## config.mk

```make
export PLATFORM = sky130hd
export DESIGN_NAME = tfpm_axis
export DESIGN_NICKNAME = d
export VERILOG_FILES = /design/src/rtl/tfpm_pkg.sv /design/src/rtl/tfpm_div_stage.sv /design/src/rtl/tfpm_axis.sv
export SDC_FILE = /design/constraint.sdc
export NUM_CORES = 2
export LEC_CHECK = 0
export BUFFER_PORTS_ARGS = -buffer_cell sky130_fd_sc_hd__buf_4
export CORE_ASPECT_RATIO = 0.6
export CORE_UTILIZATION = 64
export DETAILED_ROUTE_END_ITERATION = 7
export PLACE_DENSITY = 0.79
export RECOVER_POWER = 100
export SLEW_MARGIN = 25
export SYNTH_ARGS = -nofsm -noshare
export SYNTH_HDL_FRONTEND = slang
export SYNTH_SLANG_ARGS = --single-unit
```

## constraint.sdc

```tcl
create_clock -name clk -period 10.3 [get_ports clk]
set_clock_uncertainty 0.05 [all_clocks]
set_input_delay 2.06 -clock clk [delete_from_list [all_inputs] [get_ports clk]]
set_output_delay 2.06 -clock clk [all_outputs]
set_load 0.02 [all_outputs]
```

## src/rtl/tfpm_pkg.sv

```systemverilog
// ----------------------------------------------------------------------------
// tfpm_pkg
// Types, widths and helpers for the four-point touch mapper.
// ----------------------------------------------------------------------------
package tfpm_pkg;

  localparam int COORD_BITS = 16;
  localparam int IO_W       = 16;
  localparam int CFG_W      = 32;
  localparam int HALF_LSB   = 16;
  localparam int NUM_REGS   = 8;
  localparam int REG_IDX_W  = $clog2(NUM_REGS);
  localparam int DIFF_W     = COORD_BITS + 1;
  localparam int PROD_W     = 2 * DIFF_W;
  localparam int MAG_W      = 2 * COORD_BITS + 1;
  localparam int VAL_W      = MAG_W + 2;

  typedef enum logic [REG_IDX_W-1:0] {
    REG_TLS, REG_TLR, REG_TRS, REG_TRR, REG_BRS, REG_BRR, REG_BLS, REG_BLR
  } cfg_reg_t;

  typedef logic [COORD_BITS-1:0] coord_t;

  typedef struct packed {
    coord_t                    ra;
    coord_t                    sa;
    coord_t                    lo;
    coord_t                    hi;
    logic signed [DIFF_W-1:0]  ds;
    coord_t                    dmag;
    logic                      dneg;
    logic                      zero;
  } axis_cfg_t;

  typedef struct packed {
    logic               valid;
    logic               neg;
    coord_t             rem;
    logic [MAG_W-1:0]   work;
  } div_t;

  function automatic coord_t lo_half(logic [CFG_W-1:0] v);
    return v[COORD_BITS-1:0];
  endfunction

  function automatic coord_t hi_half(logic [CFG_W-1:0] v);
    return v[HALF_LSB +: COORD_BITS];
  endfunction

  function automatic coord_t avg2(coord_t a, coord_t b);
    logic [COORD_BITS:0] s;
    s = {1'b0, a} + {1'b0, b};
    return s[COORD_BITS:1];
  endfunction

  function automatic axis_cfg_t make_axis(coord_t ra, coord_t rb, coord_t sa, coord_t sb);
    axis_cfg_t                c;
    logic signed [DIFF_W-1:0] den;
    den    = $signed({1'b0, rb}) - $signed({1'b0, ra});
    c.ra   = ra;
    c.sa   = sa;
    c.lo   = (sa < sb) ? sa : sb;
    c.hi   = (sa < sb) ? sb : sa;
    c.ds   = $signed({1'b0, sb}) - $signed({1'b0, sa});
    c.dneg = den[DIFF_W-1];
    c.dmag = den[DIFF_W-1] ? COORD_BITS'(-den) : COORD_BITS'(den);
    c.zero = (ra == rb);
    return c;
  endfunction

endpackage

```

## src/rtl/tfpm_div_stage.sv

```systemverilog
// ----------------------------------------------------------------------------
// tfpm_div_stage
// One restoring-division step: one quotient bit per stage.
// ----------------------------------------------------------------------------
module tfpm_div_stage (
  input  logic                  clk,
  input  logic                  rst,
  input  logic                  en,
  input  tfpm_pkg::coord_t      dmag,
  input  tfpm_pkg::div_t        d_in,
  output tfpm_pkg::div_t        d_out
);

  logic [tfpm_pkg::COORD_BITS:0] trial;
  logic                          qbit;
  tfpm_pkg::div_t                d_next;

  always_comb begin
    trial = {d_in.rem, d_in.work[tfpm_pkg::MAG_W-1]};
    qbit  = (trial >= {1'b0, dmag});
    d_next       = d_in;
    d_next.rem   = qbit ? tfpm_pkg::COORD_BITS'(trial - {1'b0, dmag})
                        : trial[tfpm_pkg::COORD_BITS-1:0];
    d_next.work  = {d_in.work[tfpm_pkg::MAG_W-2:0], qbit};
  end

  always_ff @(posedge clk) begin
    if (rst) begin
      d_out.valid <= 1'b0;
    end else if (en) begin
      d_out.valid <= d_next.valid;
    end
  end

  always_ff @(posedge clk) begin
    if (en) begin
      d_out.neg  <= d_next.neg;
      d_out.rem  <= d_next.rem;
      d_out.work <= d_next.work;
    end
  end

endmodule

```

## src/rtl/tfpm_axis.sv

```systemverilog
// ----------------------------------------------------------------------------
// tfpm_axis
// One axis: offset, multiply, magnitude, bit-serial pipelined divide, clamp.
// ----------------------------------------------------------------------------
module tfpm_axis (
  input  logic                  clk,
  input  logic                  rst,
  input  logic                  en,
  input  logic                  in_valid,
  input  tfpm_pkg::coord_t      raw,
  input  tfpm_pkg::axis_cfg_t   cfg,
  output logic                  out_valid,
  output tfpm_pkg::coord_t      pos
);

  localparam int MAG_W = tfpm_pkg::MAG_W;
  localparam int VAL_W = tfpm_pkg::VAL_W;

  logic                                   v1, v2, v3;
  tfpm_pkg::coord_t                       raw1;
  logic signed [tfpm_pkg::DIFF_W-1:0]     diff2, diff_next;
  logic signed [tfpm_pkg::PROD_W-1:0]     prod3, prod_next;
  tfpm_pkg::div_t                         stg [MAG_W+1];
  logic signed [VAL_W-1:0]                qs, val;
  tfpm_pkg::coord_t                       pos_next;

  always_comb begin
    diff_next = $signed({1'b0, raw1}) - $signed({1'b0, cfg.ra});
    prod_next = tfpm_pkg::PROD_W'(diff2) * tfpm_pkg::PROD_W'(cfg.ds);
  end

  always_ff @(posedge clk) begin
    if (rst) begin
      v1 <= 1'b0;
      v2 <= 1'b0;
      v3 <= 1'b0;
    end else if (en) begin
      v1 <= in_valid;
      v2 <= v1;
      v3 <= v2;
    end
  end

  always_ff @(posedge clk) begin
    if (en) begin
      raw1  <= raw;
      diff2 <= diff_next;
      prod3 <= prod_next;
    end
  end

  always_comb begin
    stg[0].valid = v3;
    stg[0].neg   = prod3[tfpm_pkg::PROD_W-1] ^ cfg.dneg;
    stg[0].rem   = '0;
    stg[0].work  = prod3[tfpm_pkg::PROD_W-1] ? MAG_W'(-prod3) : MAG_W'(prod3);
  end

  genvar i;
  for (i = 0; i < MAG_W; i++) begin : g_div
    tfpm_div_stage u_stage (
      .clk   (clk),
      .rst   (rst),
      .en    (en),
      .dmag  (cfg.dmag),
      .d_in  (stg[i]),
      .d_out (stg[i+1])
    );
  end

  // sign restore, offset by first edge, clamp to edge range (zero span: first edge)
  always_comb begin
    qs  = stg[MAG_W].neg ? -$signed(VAL_W'(stg[MAG_W].work))
                         :  $signed(VAL_W'(stg[MAG_W].work));
    val = $signed(VAL_W'(cfg.sa)) + qs;
    if (cfg.zero) begin
      pos_next = cfg.sa;
    end else if (val < $signed(VAL_W'(cfg.lo))) begin
      pos_next = cfg.lo;
    end else if (val > $signed(VAL_W'(cfg.hi))) begin
      pos_next = cfg.hi;
    end else begin
      pos_next = tfpm_pkg::COORD_BITS'(val);
    end
  end

  always_ff @(posedge clk) begin
    if (rst) begin
      out_valid <= 1'b0;
    end else if (en) begin
      out_valid <= stg[MAG_W].valid;
    end
  end

  always_ff @(posedge clk) begin
    if (en) begin
      pos <= pos_next;
    end
  end

endmodule

```

Word level (Yosys, flattened, before mapping)
Index checks and enable logic that the tools add are counted.
- word-level logic and storage cells: 250
- bits of input ports: 119
- flip-flop bits (word level): 1754
- output and inout bits: 17
- bitwise operators: 1
- muxes and demuxes: 37
- add/sub/neg operators: 36
- multipliers: 1
- magnitude comparators: 35
- operator list (kind ; number):
    $ge 17x16->1 ; 32
    $mux 16 ; 34
    $sub 16x16->16 ; 31
    $add 17x35->35 ; 1
    $gt 35x17->1 ; 1
    $lt 35x17->1 ; 1
    $mux 35 ; 1
    $neg 33->35 ; 1
    $mul 17x17->34 ; 1
    $mux 33 ; 1
    $neg 33->33 ; 1
    $sub 16x16->17 ; 1
    $ge 1x16->1 ; 1
    $sub 1x16->16 ; 1
    $mux 1 ; 1
    $xor 1x1->1 ; 1

Logic depth before layout (Yosys ltp)
- depth in word-level cells: 7
- depth in mapped cells: 27
- mapped depth without buffers: 26

Hierarchy
Synthesis repeated with hierarchy kept, for this count alone.
- cell total of the unflattened synthesis: 8823
- area total of the unflattened synthesis: 108670.5 µm²
- by module, submodules not included (module ; instances ; area an instance (µm²) ; seq. area each (µm²) ; cells each):
    tfpm_div_stage (g_div[12].u_stage ...) ; 27 ; 2726.4 ; 1521.5 ; 206
    tfpm_axis ; 1 ; 18452.7 ; 2572.5 ; 1989
    tfpm_div_stage (g_div[7].u_stage ...) ; 3 ; 2770.2 ; 1521.5 ; 214
    tfpm_div_stage (g_div[0].u_stage ...) ; 3 ; 2765.2 ; 1521.5 ; 210

Least setup slack after synthesis
Ideal clock, no wire load.
- path type: input-to-reg
- start point: in cfg[22] (netlist bit)
- end point: reg prod3[29] (netlist bit), data pin
- setup slack: 2147 ps
- buffers on the path: 1
- library setup time: 259 ps
- arrival: 7845 ps
- stages on the path: 26
- cells stage by stage: clkbuf_1 nand2_1 fa_1 fa_1 inv_1 fa_1 inv_1 fa_1 inv_1 fa_1 inv_1 fa_1 inv_1 ha_1 a21o_1 a21oi_1 o22a_1 o31ai_1 o21ai_0 a211oi_1 o21a_1 o21ai_0 a21oi_1 a21oi_1 nor2b_1 xnor2_1
- word-level cells in the longest chain between the ends: 1
- ends and longest elaborated chain (what ; RTL line ; RTL):
    start, declared ; tfpm_axis.sv:11 ; input tfpm_pkg::axis_cfg_t cfg,
    $mul 17x17->34 ; tfpm_axis.sv:29 ; prod_next = tfpm_pkg::PROD_W'(diff2) * tfpm_pkg::PROD_W'(cfg.ds);
    net prod_next, one bit ; tfpm_axis.sv:22 ; logic signed [tfpm_pkg::PROD_W-1:0] prod3, prod_next;
    end signal, assigned ; tfpm_axis.sv:48 ; prod3 <= prod_next;
    end, declared ; tfpm_axis.sv:22 ;
The timed path passes the listed nets, and every way through them passes these cells.
A chain may end at the register's enable or synchronous reset.

Final worst setup path
- start point: in en
- end point: reg g_div[25].u_stage.d_out[37] (netlist bit) (enable)
- RTL lines (what ; RTL line ; RTL):
    start, declared ; tfpm_axis.sv:8 ; input logic en,
    end, declared ; tfpm_div_stage.sv:11 ; output tfpm_pkg::div_t d_out
No word-level cell between the ends.

==> results.cfg <==
[grt]
grt_pass1_vias = 59313
antenna_found_initial = 7
grt_pass1_wl_mm = 326
grt_max_degree = 191
grtUsageTotal = 0.277
grt_overflow = 0

[clocking]
holdBufCountCts = 0
cts_tree = done
clock-root-buffer = clkbuf_16
cts.clk_slew.worst_paths_ns = 0.07
cts_sinks = 1754
cts-resized-gates = 0
cts_max_level = 4
cts_buffer_depth = 3
numCtsBuffers = 157
cts_setup_buffers = 0
clk_latency_ns = 0.84

[yosys]
synth_top_cells_by_area = edfxtp_1 54%, ha_1 8.7%, fa_1 6.9%
synth_edf_count = 1717
synth_top_area_frac = 0.541
synth_most_common_cell = edfxtp_1
async_flop_share = 0
syn_avg_cell_area_um2 = 12.4
ys_seq_area_frac = 0.548
syn_nets = 8812
synth.distinct_cells = 80
synth_area_um2 = 95400
yosysWarnings = 0
synth_cells = 7699
yosysTopAreaCell = edfxtp_1
ys_ff_latch = 1754
synth_common_cells = 1717 x edfxtp_1, 807 x inv_1, 703 x nand2_1
synth_ff_type = edfxtp_1

[power]
peakVddDrop_v = 0.000944
power_density_nw_per_um2 = 370
power_leakage_nw = 41.1
pwr-share-comb = 0.539
switching_share = 0.401
p_sw_mw = 15.5
p_seq_frac = 0.303
p_int_mw = 23.1
p_clk_frac = 0.157

[timing]
finalSetupTns_ns = 0
period_needed_ns = 8.86
hold_violations = 0
clock.fmax_mhz = 113
fin_crit_sh = 0.861
tightest_slew_ns = 4.77
fin_ws_ns = 1.44
final-max-slew-violation-count = 1017
setup_viol = 0
slew_headroom = -2.18
rsz0062_at_grt = false

[critical_path]
crit_type = input port to register
cp-startpoint = en
arrival_ns = 9.25
worst_setup_path_start_kind = input port
worstPathRequired_ns = 10.68
cp_slowest_cell = clkbuf_2
path_buf_inv = 3
slowest_delay_ns = 3.17
path_cells = clkbuf_2, clkbuf_2, clkbuf_2
cp-end-kind = register
crit_top_cell = clkbuf_2
cpLargestDelayFamily = buffers and inverters
r2r-start = diff2[5]
cp_max_fo = 179

[routing]
postRouteAntennaNets = 0
drt_iter0_markers = 6033
route.met2.wl_mm = 88.7
vias = 60906
wl_met3_mm = 19.5
drt-total-wl_mm = 207
first_pass_iters = 8
drc_errors = 1
routed.top_layer = met5
via_per_inst = 6.06
wl_per_cell_um = 20.6
m1WireLength_mm = 93.0

[layout]
layout.nets = 9036
regArea_um2 = 52300
n_fill_cell = 9933
multi_input_area_um2 = 39500
drive_gt1_frac = 0.0649
postLayoutCellArea_um2 = 104000
synthToLayoutAreaGrowth_pct = 9.07

[die]
row_count = 109
initial_utilization = 0.646
pin_count = 136
die_width_um = 500
die-area_um2 = 151000
core-area_um2 = 148000
die_h_um = 301

[worst_hold_path]
hold_start = g_div[2].u_stage.d_out[19]
hp-class = register to register

[place]
dp_hpwl_mm = 141
place_area_um2 = 99100
place_ws_ns = 1.31
io_buffers = 135
gp_congestion = 0.900

[job]
cap_violations = 19

[outcome]
outcome = finished, violations left
violations = design-rule violations, max-capacitance violations, max-slew violations
==> registers in the layout, summed over array words and instances (netlist names) <==
name	cells
v1	1
v2	1
pos	16
out_valid	1
raw1	16
prod3	34
diff2	17
v3	1
g_div.u_stage.d_out	1667
==> through the flow <==
| stage | total power [mW] | std cells | hold WS (ns) | utilization |
|---|---|---|---|---|
| 6_report | 38.5 | 10050 | 0.344 | 0.705 |
| 5_1_grt | 41.7 | 10047 | 0.354 | 0.705 |
| 4_1_cts | 38.5 | 10041 | 0.345 | 0.707 |
| 3_5_place_dp | 32.2 | 9756 | 0.355 | 0.672 |
| 3_3_place_gp | 31.4 | 9754 | 0.350 | 0.672 |
| 2_1_floorplan | 27.4 | 7699 | 0.350 | - |
==> logic make-up after synthesis <==
kind of cell,after synthesis,synth area share
flip-flops,1754,0.548
XOR/XNOR,295,0.0271
AND/OR/NAND/NOR,1986,0.0993
multiplexers,248,0.0277
AO/OA/AOI/OAI,1467,0.103
buffers and inverters,955,0.0379
adder cells (fa/ha/maj),994,0.156
==> cell type report <==
cell class	instances	share of cell area
antenna	3	0.0000722
clock buffer	181	0.0388
clock inverter	104	0.0118
inverter	807	0.0291
multi-input combinational	4990	0.379
sequential	1754	0.503
tap	1998	0.0240
timing repair buffer	213	0.0138
==> cells in the final DEF (no fill, tap or decap), types with 38 or more instances in the layout <==
cell type and count:
buf_4 126, nor3_1 214, fa_1 329, nor2b_1 108, or3_1 55, edfxtp_1 1717, o31ai_1 208, mux2i_1 119
mux2_1 38, nand2_1 703, clkbuf_16 158, o21ai_0 408, nand2b_1 88, xor2_1 84, ha_1 665, nand3_1 49
a211oi_1 67, nor2_1 378, inv_1 807, o21a_1 128, nand4_1 120, and2_1 126, a21boi_0 176, xnor2_1 211
a21oi_1 180, clkbuf_1 82, and3_1 58, a21o_1 76, mux2_2 91
==> final timing paths <==
| check | cells after the start | slack (ns) | end |
|---|---|---|---|
| worst max-delay path | 3 | 1.44 | g_div[25].u_stage.d_out[37] |
| worst min-delay path | 0 | 0.34 | g_div[3].u_stage.d_out[20] |
| worst max register to register | 26 | 2.70 | prod3[29] |
| worst min register to register | 0 | 0.34 | g_div[3].u_stage.d_out[20] |
==> power groups by stage <==
stage | registers [mW] | logic [mW] | clock network [mW]
after floorplan | 11.3 | 16.1 | 0
after global placement | 11.7 | 19.7 | 0
after detailed placement | 11.7 | 20.5 | 0
after CTS | 11.6 | 20.7 | 6.18
after global routing | 11.8 | 23.4 | 6.44
final | 11.7 | 20.8 | 6.06
==> metal layers <==
metal / track usage / up-vias
met5: 0 / -
met2: 0.408 / 2673
met4: 0.0852 / 4
li1: - / 28507
met3: 0.0528 / 389
met1: 0.419 / 29333
(Power assumes the default switching activity.)
