==> config.mk <==
export PLATFORM = sky130hd
export DESIGN_NAME = tfpm_cfg
export DESIGN_NICKNAME = d
export VERILOG_FILES = /design/src/rtl/tfpm_pkg.sv /design/src/rtl/tfpm_cfg.sv
export SDC_FILE = /design/constraint.sdc
export NUM_CORES = 1
export LEC_CHECK = 0
export BUFFER_PORTS_ARGS = -buffer_cell sky130_fd_sc_hd__buf_2
export CELL_PAD_IN_SITES_DETAIL_PLACEMENT = 1
export CELL_PAD_IN_SITES_GLOBAL_PLACEMENT = 1
export CORE_MARGIN = 2
export CORE_UTILIZATION = 51
export CTS_BUF_LIST = sky130_fd_sc_hd__clkbuf_4 sky130_fd_sc_hd__clkbuf_8 sky130_fd_sc_hd__clkbuf_16
export CTS_CLUSTER_DIAMETER = 30
export CTS_CLUSTER_SIZE = 24
export DETAILED_ROUTE_END_ITERATION = 10
export GPL_TIMING_DRIVEN = 1
export PLACE_DENSITY_LB_ADDON = 0.1
export SLEW_MARGIN = 20
export SYNTH_ARGS = -nofsm -noshare
export SYNTH_HDL_FRONTEND = slang
export SYNTH_SLANG_ARGS = --single-unit
==> constraint.sdc <==
create_clock -name clk -period 7.2 [get_ports clk]
set_input_delay 0.72 -clock clk [delete_from_list [all_inputs] [get_ports clk]]
set_output_delay 0.72 -clock clk [all_outputs]
set_load 0.01 [all_outputs]
==> src/rtl/tfpm_pkg.sv <==
// ----------------------------------------------------------------------------
// tfpm_pkg
// Types, widths and helpers for the four-point touch mapper.
// ----------------------------------------------------------------------------
package tfpm_pkg;

  localparam int COORD_BITS = 16;
  localparam int IO_W       = 16;
  localparam int CFG_W      = 32;
  localparam int HALF_LSB   = 16;
  localparam int NUM_REGS   = 8;
  localparam int REG_IDX_W  = $clog2(NUM_REGS);
  localparam int DIFF_W     = COORD_BITS + 1;
  localparam int PROD_W     = 2 * DIFF_W;
  localparam int MAG_W      = 2 * COORD_BITS + 1;
  localparam int VAL_W      = MAG_W + 2;

  typedef enum logic [REG_IDX_W-1:0] {
    REG_TLS, REG_TLR, REG_TRS, REG_TRR, REG_BRS, REG_BRR, REG_BLS, REG_BLR
  } cfg_reg_t;

  typedef logic [COORD_BITS-1:0] coord_t;

  typedef struct packed {
    coord_t                    ra;
    coord_t                    sa;
    coord_t                    lo;
    coord_t                    hi;
    logic signed [DIFF_W-1:0]  ds;
    coord_t                    dmag;
    logic                      dneg;
    logic                      zero;
  } axis_cfg_t;

  typedef struct packed {
    logic               valid;
    logic               neg;
    coord_t             rem;
    logic [MAG_W-1:0]   work;
  } div_t;

  function automatic coord_t lo_half(logic [CFG_W-1:0] v);
    return v[COORD_BITS-1:0];
  endfunction

  function automatic coord_t hi_half(logic [CFG_W-1:0] v);
    return v[HALF_LSB +: COORD_BITS];
  endfunction

  function automatic coord_t avg2(coord_t a, coord_t b);
    logic [COORD_BITS:0] s;
    s = {1'b0, a} + {1'b0, b};
    return s[COORD_BITS:1];
  endfunction

  function automatic axis_cfg_t make_axis(coord_t ra, coord_t rb, coord_t sa, coord_t sb);
    axis_cfg_t                c;
    logic signed [DIFF_W-1:0] den;
    den    = $signed({1'b0, rb}) - $signed({1'b0, ra});
    c.ra   = ra;
    c.sa   = sa;
    c.lo   = (sa < sb) ? sa : sb;
    c.hi   = (sa < sb) ? sb : sa;
    c.ds   = $signed({1'b0, sb}) - $signed({1'b0, sa});
    c.dneg = den[DIFF_W-1];
    c.dmag = den[DIFF_W-1] ? COORD_BITS'(-den) : COORD_BITS'(den);
    c.zero = (ra == rb);
    return c;
  endfunction

endpackage

==> src/rtl/tfpm_cfg.sv <==
// ----------------------------------------------------------------------------
// tfpm_cfg
// Calibration registers and per-axis edge values derived from them.
// ----------------------------------------------------------------------------
module tfpm_cfg (
  input  logic                                 clk,
  input  logic                                 rst,
  input  logic                                 cfg_we,
  input  logic [tfpm_pkg::REG_IDX_W-1:0]       cfg_index,
  input  logic [tfpm_pkg::CFG_W-1:0]           cfg_data,
  output tfpm_pkg::axis_cfg_t                  axis_x,
  output tfpm_pkg::axis_cfg_t                  axis_y
);

  logic [tfpm_pkg::CFG_W-1:0] regs [tfpm_pkg::NUM_REGS];
  tfpm_pkg::axis_cfg_t        axis_x_next;
  tfpm_pkg::axis_cfg_t        axis_y_next;

  always_ff @(posedge clk) begin
    if (rst) begin
      for (int i = 0; i < tfpm_pkg::NUM_REGS; i++) regs[i] <= '0;
    end else if (cfg_we) begin
      regs[cfg_index] <= cfg_data;
    end
  end

  always_comb begin
    axis_x_next = tfpm_pkg::make_axis(
      tfpm_pkg::avg2(tfpm_pkg::hi_half(regs[tfpm_pkg::REG_TLR]),
                     tfpm_pkg::hi_half(regs[tfpm_pkg::REG_BLR])),
      tfpm_pkg::avg2(tfpm_pkg::hi_half(regs[tfpm_pkg::REG_TRR]),
                     tfpm_pkg::hi_half(regs[tfpm_pkg::REG_BRR])),
      tfpm_pkg::avg2(tfpm_pkg::lo_half(regs[tfpm_pkg::REG_TLS]),
                     tfpm_pkg::lo_half(regs[tfpm_pkg::REG_BLS])),
      tfpm_pkg::avg2(tfpm_pkg::lo_half(regs[tfpm_pkg::REG_TRS]),
                     tfpm_pkg::lo_half(regs[tfpm_pkg::REG_BRS])));
    axis_y_next = tfpm_pkg::make_axis(
      tfpm_pkg::avg2(tfpm_pkg::lo_half(regs[tfpm_pkg::REG_TLR]),
                     tfpm_pkg::lo_half(regs[tfpm_pkg::REG_TRR])),
      tfpm_pkg::avg2(tfpm_pkg::lo_half(regs[tfpm_pkg::REG_BLR]),
                     tfpm_pkg::lo_half(regs[tfpm_pkg::REG_BRR])),
      tfpm_pkg::avg2(tfpm_pkg::hi_half(regs[tfpm_pkg::REG_TLS]),
                     tfpm_pkg::hi_half(regs[tfpm_pkg::REG_TRS])),
      tfpm_pkg::avg2(tfpm_pkg::hi_half(regs[tfpm_pkg::REG_BLS]),
                     tfpm_pkg::hi_half(regs[tfpm_pkg::REG_BRS])));
  end

  always_ff @(posedge clk) begin
    axis_x <= axis_x_next;
    axis_y <= axis_y_next;
  end

endmodule

# Yosys cells after proc, flatten, opt, wreduce, memory -nomap -nowiden
# Memory sizes are Yosys's and may differ from the RTL's.
# Index checks and enable logic that the tools add are counted.
word_totals:
  ff_bits: 198
  ram_bits: 256
  in_bits: 38
  mem_count: 1
op_classes:
  n_addsub: 14
  n_lt_le_gt_ge: 2
  n_eq_ne: 2
  n_mux: 14
  reduce_logical: 1
memory_table:
  columns: ["memory", "words", "word_bits", "rd", "rd_ports_with_merged_regs", "wr", "line_no", "text"]
  rows:
  - ["regs", 8, 32, 8, 0, 8, "tfpm_cfg.sv:15", "logic [tfpm_pkg::CFG_W-1:0] regs [tfpm_pkg::NUM_REGS];"]
ops:
  columns: ["operator", "n"]
  rows:
  - ["$add A16 B16 Y17", 8]
  - ["$mux W16", 6]
  - ["$sub A16 B16 Y17", 4]
  - ["$eq A16 B16 Y1", 2]
  - ["$lt A16 B16 Y1", 2]
  - ["$mux W32", 1]
  - ["$neg A16 Y16", 2]
  - ["$reduce_or A32 Y1", 1]
  - ["$mux W1", 6]
  - ["$mux W3", 1]

# Longest topological paths before layout
# Gate-level depths: netlist of run 1.
depth:
  word_depth: 5
  mapped_depth: 22
  mapped_depth_nobuf: 21

# Worst setup path before layout of run 1
# No wires, ideal clock.
synth_path:
  kind: "register to register"
  from: "memory regs[0][16] in the netlist's numbering"
  to: "register axis_y[43] in the netlist's numbering"
  setup_ns: 0.121
  t_arrival_ns: 4.301
  required_time_ns: 7.079
  slack_ns: 2.778
  stages_incl_launch_ff: 19
  n_path_buf: 2
  period_less_slack_ns: 4.422
  path_cell_list: "edfxtp_1 -> and2_1 -> fa_1 -> a21o_1 -> a21oi_1 -> o21bai_1 -> a221oi_1 -> o211ai_1 -> a31oi_1 -> o21bai_1 -> xor2_1 -> inv_1 -> ha_1 -> clkbuf_1 -> nand4_1 -> or3_1 -> o31a_1 -> buf_1 -> mux2_2"
synth_lines:
  columns: ["item", "line_no", "text"]
  rows:
  - ["start, declared", "tfpm_cfg.sv:15", null]
  - ["end signal, assigned", "tfpm_cfg.sv:50", "axis_y <= axis_y_next;"]
  - ["end, declared", "tfpm_cfg.sv:12", "output tfpm_pkg::axis_cfg_t axis_y"]

==> results of run 1 <==
## sequential cells by signal, indices dropped and copies added (netlist names)
name	count
axis_y	99
regs	256
axis_x	99
## placed cells by master, fill, tap and decap left out, drive strengths merged, types with 31 or more instances in the layout
cell,netlist,routed
clkinv,0,31
nor3,50,50
nor2b,33,33
and2,265,265
edfxtp,256,256
dfxtp,198,198
o21ai,73,73
inv,119,127
nand3,33,33
nand2,83,83
ha,186,186
nor2,98,98
buf,6,245
clkbuf,31,133
xor2,57,57
a21oi,116,116
xnor2,125,125
mux2,58,58
## cell type report
cell class | instances | area, um^2
Fill cell | 4783 | 16700
Sequential cell | 454 | 11700
Multi-Input combinational cell | 1475 | 10900
Clock buffer | 133 | 2840
Timing Repair Buffer | 245 | 1250
Tap cell | 600 | 751
Clock inverter | 48 | 507
Inverter | 119 | 447
Antenna cell | 3 | 7.51
## routing by layer
| metal | up-vias | track usage | wire (um) | share of wire |
|---|---|---|---|---|
| met2 | 306 | 0.520 | 34800 | 0.55 |
| met3 | 163 | 0.0440 | 2170 | 0.034 |
| met4 | 6 | 0.119 | 2360 | 0.037 |
| met5 | - | 0 | 31 | 0.00049 |
| li1 | 8047 | - | - | - |
| met1 | 8307 | 0.282 | 23800 | 0.38 |
## worst max-delay path by stage
| stage | slack, ns | end |
|---|---|---|
| after floorplan | 2.78 | axis_y[43]$_DFF_P_ |
| after global placement | 1.99 | axis_y[8]$_DFF_P_ |
| after detailed placement | 1.84 | axis_y[6]$_DFF_P_ |
| after CTS | 1.75 | axis_y[11]$_DFF_P_ |
| after global routing | 1.37 | axis_y[40]$_DFF_P_ |
| final | 1.77 | axis_y[57]$_DFF_P_ |
## critical path: cells and delay by family (launching register included)
family / cells / cell delay [ns]
compound gates: 10 / 2.53
fa+ha+maj: 2 / 0.86
buf+inv: 2 / 0.49
flops: 1 / 0.40
simple gates: 2 / 0.39
mux: 1 / 0.38
xor+xnor: 1 / 0.28
## power groups by stage
stage	Sequential [mW]	Combinational [mW]	Clock, mW
floorplan	3.79	2.40	0
global placement	3.56	3.71	0
detailed placement	3.57	3.83	0
CTS	3.54	3.94	4.52
global route	3.58	4.29	4.66
finish	3.53	3.91	4.47
## Yosys cell counts (24+ instances only)
cell | count | area share
nand3_1 | 33 | 0.0071
or2_2 | 24 | 0.0065
dfxtp_1 | 198 | 0.17
xnor2_1 | 125 | 0.047
o21a_1 | 24 | 0.0078
ha_1 | 186 | 0.10
nor2b_1 | 32 | 0.0087
nor2_1 | 98 | 0.016
mux2_2 | 58 | 0.028
o21ai_0 | 73 | 0.016
nand2_1 | 83 | 0.013
inv_1 | 119 | 0.019
a21o_1 | 29 | 0.0094
nor3_1 | 50 | 0.011
and2_1 | 265 | 0.072
a21oi_1 | 116 | 0.025
xor2_1 | 57 | 0.022
edfxtp_1 | 256 | 0.33
clkbuf_1 | 31 | 0.0050
## stage by stage
| step | power (mW) | instances | util | hold slack, ns | setup slack (ns) |
|---|---|---|---|---|---|
| global route | 12.5 | 3076 | 0.629 | 0.471 | 1.37 |
| finish | 11.9 | 3077 | 0.629 | 0.479 | 1.77 |
| floorplan | 6.19 | 2085 | - | 0.547 | 2.78 |
| detailed placement | 7.41 | 2893 | 0.555 | 0.621 | 1.84 |
| global placement | 7.26 | 2893 | 0.555 | 0.581 | 1.99 |
| CTS | 12.0 | 3074 | 0.629 | 0.460 | 1.75 |
## logic make-up (layout without fill, tap and decap cells)
| group | after synthesis | in the layout | share of synthesized area |
|---|---|---|---|
| DFF | 454 | 454 | 0.504 |
| muxes | 65 | 65 | 0.0313 |
| buffers and inverters | 156 | 545 | 0.0253 |
| other | 0 | 3 | 0 |
| AOI/OAI and AO/OA | 370 | 370 | 0.103 |
| adders and majority gates | 198 | 198 | 0.111 |
| xor gates and xnor gates | 182 | 182 | 0.0689 |
| and+or+nand+nor | 660 | 660 | 0.157 |
==> impl_metrics.toml, run 1 <==
[clock_tree]
hold_buffers = 0
cts_tree = "done"
post-cts-setup-buffer-count = 0
clockBufferDepth = 3
cts.clk_slew.worst_paths_ns = 0.05
root_buffer = "clkbuf_16"
clock-sinks = 454
cts_buffers = 98
clk_latency_ns = 0.63
cts_resized = 0
ctsHtreeMaxLevel = 3

[global_routing]
grt_pass1_vias = 18800
gr-total-overflow = 0
grt_usage = 0.268
antenna_found_initial = 6
grt_max_degree = 34
grt_first_pass_wirelength_um = 99400

[finish]
layout.nets = 2629
layout-drive-gt1-share = 0.212
area_growth_pct = 22.6
design_area_um2 = 28400

[die]
rows = 78
core_area_um2 = 45100
die_area_um2 = 47100
initial_core_util = 0.513
ios = 236
die_height_um = 217
die_w_um = 217

[drt]
drtIter0Drc = 802
wl_per_cell_um = 20.5
drc = 0
drt_pass1_iterations = 4
postRouteAntennaNets = 0
vias_per_cell = 5.47
vias = 16800
wl_um = 63200

[yosys]
ys_seq_area_frac = 0.504
syn-instance-count = 2085
synth-edff-count = 256
synth_area_um2 = 23100
ys.warnings.count = 0
synth_fp_nets = 2321
async_flop_share = 0
syn_area_per_cell_um2 = 11.1
ys_seq_elements = 454
synth_top_flop_cell = "edfxtp_1"
synth_cell_types = 64

[timing]
fmax_ghz = 0.184
rsz0062_at_grt = "no"
worstMarginPinSlew_ns = 1.03
finalSetupViolCount = 0
relSlewSlack = 0.312
finalSetupTns_ns = 0
final.period_utilization = 0.754
fin_crit_ns = 5.43
hold_violations = 0
maxSlewViolCount = 0
fin_skew_ns = 0.0226

[setup_path]
crit_required_ns = 7.71
r2r-end = "axis_y[57]$_DFF_P_"
reg2reg_from = "regs[0][16]$_SDFFCE_PN0P_"
crit_arrival_ns = 5.94
cp_max_fo = 18
cp_cell_sequence = "and2_1, fa_1, a21o_1, a21oi_1, o21bai_1, a221oi_1, o211ai_1, a31oi_1, o21bai_1, xor2_1, inv_1, ha_1, and3_1, a31oi_1, a21oi_1, o31a_1, buf_4, mux2_2"
cp_slowest_cell = "o31a_1"
cp-start-kind = "flip-flop"
cp-end-kind = "flip-flop"
r2r_cells = 18
max_stage_delay_ns = 0.67
r2r_slack_ns = 1.77
crit_type = "reg -> reg"
critPathLaunch = "regs[0][16]$_SDFFCE_PN0P_"

[pwr]
ir_drop_v = 0.000261
switching_share = 0.329
power.net_switching_mw = 3.92
combPwrFrac = 0.329
power.density_nw_per_um2 = 420
p_int_mw = 8.00
seq_power_share = 0.296
pwr-share-clk = 0.375
leakagePower_nw = 12.2

[flow_run]
maxCapViolCount = 0

[min_path]
worstHoldEndpoint = "regs[3][6]$_SDFFCE_PN0P_"
hp-class = "in -> reg"
hold_path_depth = 2
hold_path_startpoint = "cfg_data[6]"

[run_status]
status = "completed"

[placed_design]
place.port_buffers = 235
routabilityCongestion = 0.863
dpl.hpwl_um = 43100
placed_cell_area_um2 = 25000
Power figures use the tool's default switching activity.
==> run 2, diff against run 1 <==
--- a/config.mk
+++ b/config.mk
@@ -5,11 +5,12 @@
 export SDC_FILE = /design/constraint.sdc
 export NUM_CORES = 1
 export LEC_CHECK = 0
+export ABC_AREA = 1
 export BUFFER_PORTS_ARGS = -buffer_cell sky130_fd_sc_hd__buf_2
 export CELL_PAD_IN_SITES_DETAIL_PLACEMENT = 1
 export CELL_PAD_IN_SITES_GLOBAL_PLACEMENT = 1
 export CORE_MARGIN = 2
-export CORE_UTILIZATION = 51
+export CORE_UTILIZATION = 41
 export CTS_BUF_LIST = sky130_fd_sc_hd__clkbuf_4 sky130_fd_sc_hd__clkbuf_8 sky130_fd_sc_hd__clkbuf_16
 export CTS_CLUSTER_DIAMETER = 30
 export CTS_CLUSTER_SIZE = 24
==> constraint.sdc (replaced) <==
create_clock -name clk -period 4.8 [get_ports clk]
set_input_delay 0.48 -clock clk [delete_from_list [all_inputs] [get_ports clk]]
set_output_delay 0.48 -clock clk [all_outputs]
set_load 0.01 [all_outputs]
==> run 2 against run 1 <==
  * Cell area is 5.6% higher
  * Power up 59%
  * Sequential cell count stayed put
  * Core utilization fell by 11 points
  * Die area increased by 29%
  * Wire length rose by 18%
  * Via count up 20%
  * First-iteration DRC count rose by 26%
  * Maximum frequency is 28% higher
  * Critical endpoint is now axis_x[37]$_DFF_P_
==> impl_metrics.toml, run 2 <==
[run_status]
status = "completed"

[clock_tree]
post-cts-setup-buffer-count = 0
cts_tree = "done"
clk_latency_ns = 0.66
cts.clk_slew.worst_paths_ns = 0.05
cts_resized = 0
clock-sinks = 454
hold_buffers = 0
ctsHtreeMaxLevel = 3
root_buffer = "clkbuf_16"
clockBufferDepth = 3
cts_buffers = 105

[yosys]
syn-instance-count = 2772
ys_seq_area_frac = 0.483
synth_mux_area_frac = 0
synth.largest_area_cell = "edfxtp_1"
synth_cell_types = 58
async_flop_share = 0
synth_fp_nets = 3008
synth_commonest_cells = "nand2_1 (617), nor2_1 (373), inv_1 (336), edfxtp_1 (256), dfxtp_1 (198)"
yosys.area_share.adder = 0.106
yosys.area_share.simple = 0.204
synth_top_area_share = 0.319
synth_area_um2 = 24100
synth_compound_gate_area_share = 0.0915
synth-edff-count = 256
ys.warnings.count = 0
synth_top_family_by_area = "simple AND/OR/NAND/NOR gates"
syn_area_per_cell_um2 = 8.70
ys_seq_elements = 454
synth_top_flop_cell = "edfxtp_1"
synth_xor_area_frac = 0.0540
yosysMostFrequentCell = "nand2_1"
ys_top_cells_by_area = "edfxtp_1 (32%), dfxtp_1 (16%), ha_1 (9.6%), nand2_1 (9.6%), nor2_1 (5.8%)"

[drt]
wl_per_cell_um = 18.9
vias_per_cell = 5.11
drc = 0
drt_pass1_iterations = 5
postRouteAntennaNets = 0
drtIter0Drc = 1010
vias = 20200
wl_um = 74500

[die]
die_height_um = 247
core_area_um2 = 57900
rows = 88
die_w_um = 247
ios = 236
initial_core_util = 0.417
die_area_um2 = 60800

[finish]
finalNonFillerCells = 3952
layout_common_cells = "nand2_1 (617), nor2_1 (373), inv_1 (336)"
top_register = "regs"
layout-drive-gt1-share = 0.154
final_common_cell = "nand2_1"
largest_register_ffs = 256
area_growth_pct = 24.2
reg_top3 = "regs: 256 flops, axis_x: 99 flops, axis_y: 99 flops"
layout.nets = 3335
utilization = 0.517

[setup_path]
cp_num_buf_inv = 3
max_stage_delay_ns = 0.43
cp_cell_sequence = "ha_1, a21oi_1, o21ai_0, a21oi_1, o21ai_0, xnor2_1, inv_1, ha_1, nand2_1, nor2_1, inv_1, nor2_1, nand3_1, nand3_1, nand2_2, inv_2, nand2_1, o21ai_1"
cp-end-kind = "flip-flop"
cp-start-kind = "flip-flop"
crit_type = "reg -> reg"
cp_max_fo = 30
cp_slowest_cell = "inv_2"
crit_arrival_ns = 4.82
path_delay_family = "compound AO/OA/AOI/OAI gates"
crit_required_ns = 5.38

[timing]
whs_ns = 0.357
worstMarginPinSlew_ns = 0.967
relSlewSlack = 0.354
hold_violations = 0
maxSlewViolCount = 0
final.period_utilization = 0.885
finalSetupTns_ns = 0
fmax_ghz = 0.235
fin_crit_ns = 4.25
rsz0062_at_grt = "no"
finalSetupViolCount = 0
fin_skew_ns = 0.0472

[pwr]
leakagePower_nw = 14.3
ir_drop_v = 0.000341
power.density_nw_per_um2 = 632
finalPower_mw = 18.9

[global_routing]
grt_pass1_vias = 21300
grt_first_pass_wirelength_um = 116000
gr-total-overflow = 0
grt_usage = 0.244
antenna_found_initial = 3
grt_max_degree = 34

[placed_design]
dpl.hpwl_um = 57300
place.port_buffers = 235
routabilityCongestion = 0.920
placed_cells = 3757

[min_path]
hp-class = "in -> reg"

[flow_run]
maxCapViolCount = 0
-- run 2: cell types whose count changed after synthesis, moves of 34 or more --
cell / change
nor2_1: +275
inv_1: +217
nor3_1: -34
o21ai_1: +45
nand3_1: +81
xor2_1: +34
a21oi_1: +51
and2_1: -260
xnor2_1: -69
mux2_2: -58
nand2_1: +534
-- run 2: final cells by class --
type,instances,area [um^2]
diodes,2,5.00
clock buffers,131,2920
clock inverters,62,797
fillers,6799,28000
inverters,342,1290
multi-input cells,1939,11000
flip-flops and latches,454,11700
well taps,765,957
repair buffers,257,1340
-- run 2: worst reg2reg max path, cell delays in order, from the launching register on --
cell	delay (ns)
edfxtp_1	0.37
ha_1	0.38
a21oi_1	0.26
o21ai_0	0.19
a21oi_1	0.38
o21ai_0	0.17
xnor2_1	0.36
inv_1	0.09
ha_1	0.39
nand2_1	0.12
nor2_1	0.15
inv_1	0.07
nor2_1	0.17
nand3_1	0.10
nand3_1	0.12
nand2_2	0.19
inv_2	0.43
nand2_1	0.12
o21ai_1	0.10
-- run 2: routing by layer --
layer  share of wire  GRT usage  up-vias  wire (um)
met5         0.00030          0        -         22
met4           0.025     0.0815        4       1840
met3           0.043     0.0430      130       3180
met2            0.49      0.423      373      36900
met1            0.44      0.307     9855      32600
li1                -          -     9823          -
-- run 2: logic make-up after synthesis --
logic type / after synthesis
adders and majority gates: 198
and+or+nand+nor: 1199
buffers and inverters: 379
AOI/OAI and AO/OA: 394
xor gates and xnor gates: 148
DFF: 454
-- run 2: path summary, 6_finish.rpt --
path / startpoint / end / slack (ns) / cells after the start
worst min-delay path: cfg_data[12] / regs[1][12]$_SDFFCE_PN0P_ / 0.36 / 3
worst max-delay path: regs[4][3]$_SDFFCE_PN0P_ / axis_x[37]$_DFF_P_ / 0.55 / 18
worst max register to register: regs[4][3]$_SDFFCE_PN0P_ / axis_x[37]$_DFF_P_ / 0.55 / 18
worst min register to register: regs[7][30]$_SDFFCE_PN0P_ / axis_x[96]$_DFF_P_ / 0.64 / 2
-- run 2: where the power goes --
group,internal (mW),switching (mW),total (mW)
clock network,4.99,2.31,7.30
registers,5.02,0.250,5.27
logic,2.21,4.16,6.37
total,12.2,6.72,18.9
-- run 2: metrics by stage --
stage                     setup slack, ns  cell area [um^2]
after detailed placement            0.663             26200
after global routing                0.116             30000
final                               0.553             30000
after global placement              0.850             26200
after floorplan                      1.54             24100
after CTS                           0.523             30000
==> run 3, diff against run 2 <==
--- a/config.mk
+++ b/config.mk
@@ -11,7 +11,6 @@
 export CELL_PAD_IN_SITES_GLOBAL_PLACEMENT = 1
 export CORE_MARGIN = 2
 export CORE_UTILIZATION = 41
-export CTS_BUF_LIST = sky130_fd_sc_hd__clkbuf_4 sky130_fd_sc_hd__clkbuf_8 sky130_fd_sc_hd__clkbuf_16
 export CTS_CLUSTER_DIAMETER = 30
 export CTS_CLUSTER_SIZE = 24
 export DETAILED_ROUTE_END_ITERATION = 10
==> run 3 against run 2 <==
  * Core utilization fell by 0.082 points
  * Global-route usage barely moved
  * Final cell count barely moved
  * Worst setup slack got worse by 0.0057 ns
  * Combinational power barely moved
  * Non-clock buffer count did not move
  * Worst hold slack improved by 0.0079 ns
  * Cell area fell by 0.16%
  * First-iteration DRC count fell by 1.7%
  * Wire length barely moved
  * Largest cell class unchanged
==> impl_metrics.toml, run 3 (synthesis results as in run 2) <==
[run_status]
status = "completed"

[drt]
wl_um = 74500
vias_per_cell = 5.09
postRouteAntennaNets = 0
topRoutingLayerUsed = "met5"
drt_pass1_iterations = 5
route.met3.wl_um = 3200
met1_length_um = 32700
drc = 0
met2_length_um = 36800
vias = 20100
drtIter0Drc = 993
wl_per_cell_um = 18.8

[global_routing]
gr-total-overflow = 0
antenna_found_initial = 3
grt_max_degree = 34
grt_first_pass_wirelength_um = 116000
grt_pass1_vias = 21300
grt_usage = 0.244

[setup_path]
crit_type = "reg -> reg"
cp_max_fo = 30
cp-end-kind = "flip-flop"
crit_required_ns = 5.38
crit_arrival_ns = 4.83
cp-start-kind = "flip-flop"

[die]
core_area_um2 = 57900
die_area_um2 = 60800
die_height_um = 247
rows = 88
initial_core_util = 0.417
die_w_um = 247
ios = 236

[timing]
maxSlewViolCount = 0
finalSetupViolCount = 0
fin_ws_ns = 0.547
fmax_ghz = 0.235
final.period_utilization = 0.886
fin_crit_ns = 4.25
rsz0062_at_grt = "no"
fin_skew_ns = 0.0479
relSlewSlack = 0.347
finalSetupTns_ns = 0
worstMarginPinSlew_ns = 0.976
hold_violations = 0

[finish]
layout_common_cells = "nand2_1 (617), nor2_1 (373), inv_1 (336)"
area_growth_pct = 24.0
utilization = 0.517
layout.nets = 3335
final_common_cell = "nand2_1"
largest_register_ffs = 256
top_register = "regs"
reg_top3 = "regs: 256 flops, axis_x: 99 flops, axis_y: 99 flops"
layout-drive-gt1-share = 0.151
finalNonFillerCells = 3951

[clock_tree]
hold_buffers = 0
cts_resized = 0
post-cts-setup-buffer-count = 0
clk_latency_ns = 0.66
root_buffer = "clkbuf_16"
ctsHtreeMaxLevel = 3
cts_buffers = 105
cts_tree = "done"
cts.clk_slew.worst_paths_ns = 0.05
clock-sinks = 454
clockBufferDepth = 3

[placed_design]
placed_cells = 3757
dpl.hpwl_um = 57300
routabilityCongestion = 0.920
place_ws_ns = 0.663
place.port_buffers = 235

[pwr]
power.density_nw_per_um2 = 631
ir_drop_v = 0.000341
finalPower_mw = 18.9
leakagePower_nw = 14.3

[min_path]
hp-class = "in -> reg"

[flow_run]
maxCapViolCount = 0
==> run 3: critical path: stages, from the launching register on <==
cell and delay (ns):
edfxtp_1 0.37, ha_1 0.38, a21oi_1 0.26, o21ai_0 0.19, a21oi_1 0.38, o21ai_0 0.17, xnor2_1 0.37, inv_1 0.09
ha_1 0.39, nand2_1 0.12, nor2_1 0.14, inv_1 0.07, nor2_1 0.16, nand3_1 0.10, nand3_1 0.12, nand2_2 0.19
inv_2 0.43, nand2_1 0.11, o21ai_1 0.10
==> run 3: stage by stage <==
| step | area, um^2 | hold WS [ns] |
|---|---|---|
| floorplan | 24100 | 0.597 |
| CTS | 29900 | 0.328 |
| detailed placement | 26200 | 0.642 |
| global route | 29900 | 0.376 |
| finish | 29900 | 0.365 |
| global placement | 26200 | 0.639 |
==> run 3: layout make-up <==
cell class | count | area, um^2
fill | 6801 | 28000
sequential | 454 | 11700
multi-input combinational | 1939 | 11000
clock buffer | 131 | 2880
timing repair buffer | 257 | 1340
inverter | 342 | 1290
tap | 765 | 957
clock inverter | 62 | 797
antenna | 1 | 2.50
==> run 3: path summary, 6_finish.rpt <==
kind	endpoint	slack, ns	startpoint	cells past startpoint
max	axis_x[37]$_DFF_P_	0.55	regs[4][3]$_SDFFCE_PN0P_	18
min	regs[5][14]$_SDFFCE_PN0P_	0.36	cfg_data[14]	3
max reg2reg	axis_x[37]$_DFF_P_	0.55	regs[4][3]$_SDFFCE_PN0P_	18
min reg2reg	axis_x[96]$_DFF_P_	0.64	regs[7][30]$_SDFFCE_PN0P_	2
==> run 3: where the power goes <==
part           leakage (nW)  internal (mW)  total [mW]  switching (mW)
sequential             4.12           5.02        5.27           0.251
combinational          8.40           2.21        6.36            4.15
clock                  1.77           4.92        7.24            2.31
total                  14.3           12.2        18.9            6.72
==> run 3: layer usage <==
layer  track usage  up-vias
met4        0.0804        4
met2         0.423      361
met3        0.0430      129
met5             0        -
li1              -     9823
met1         0.308     9810
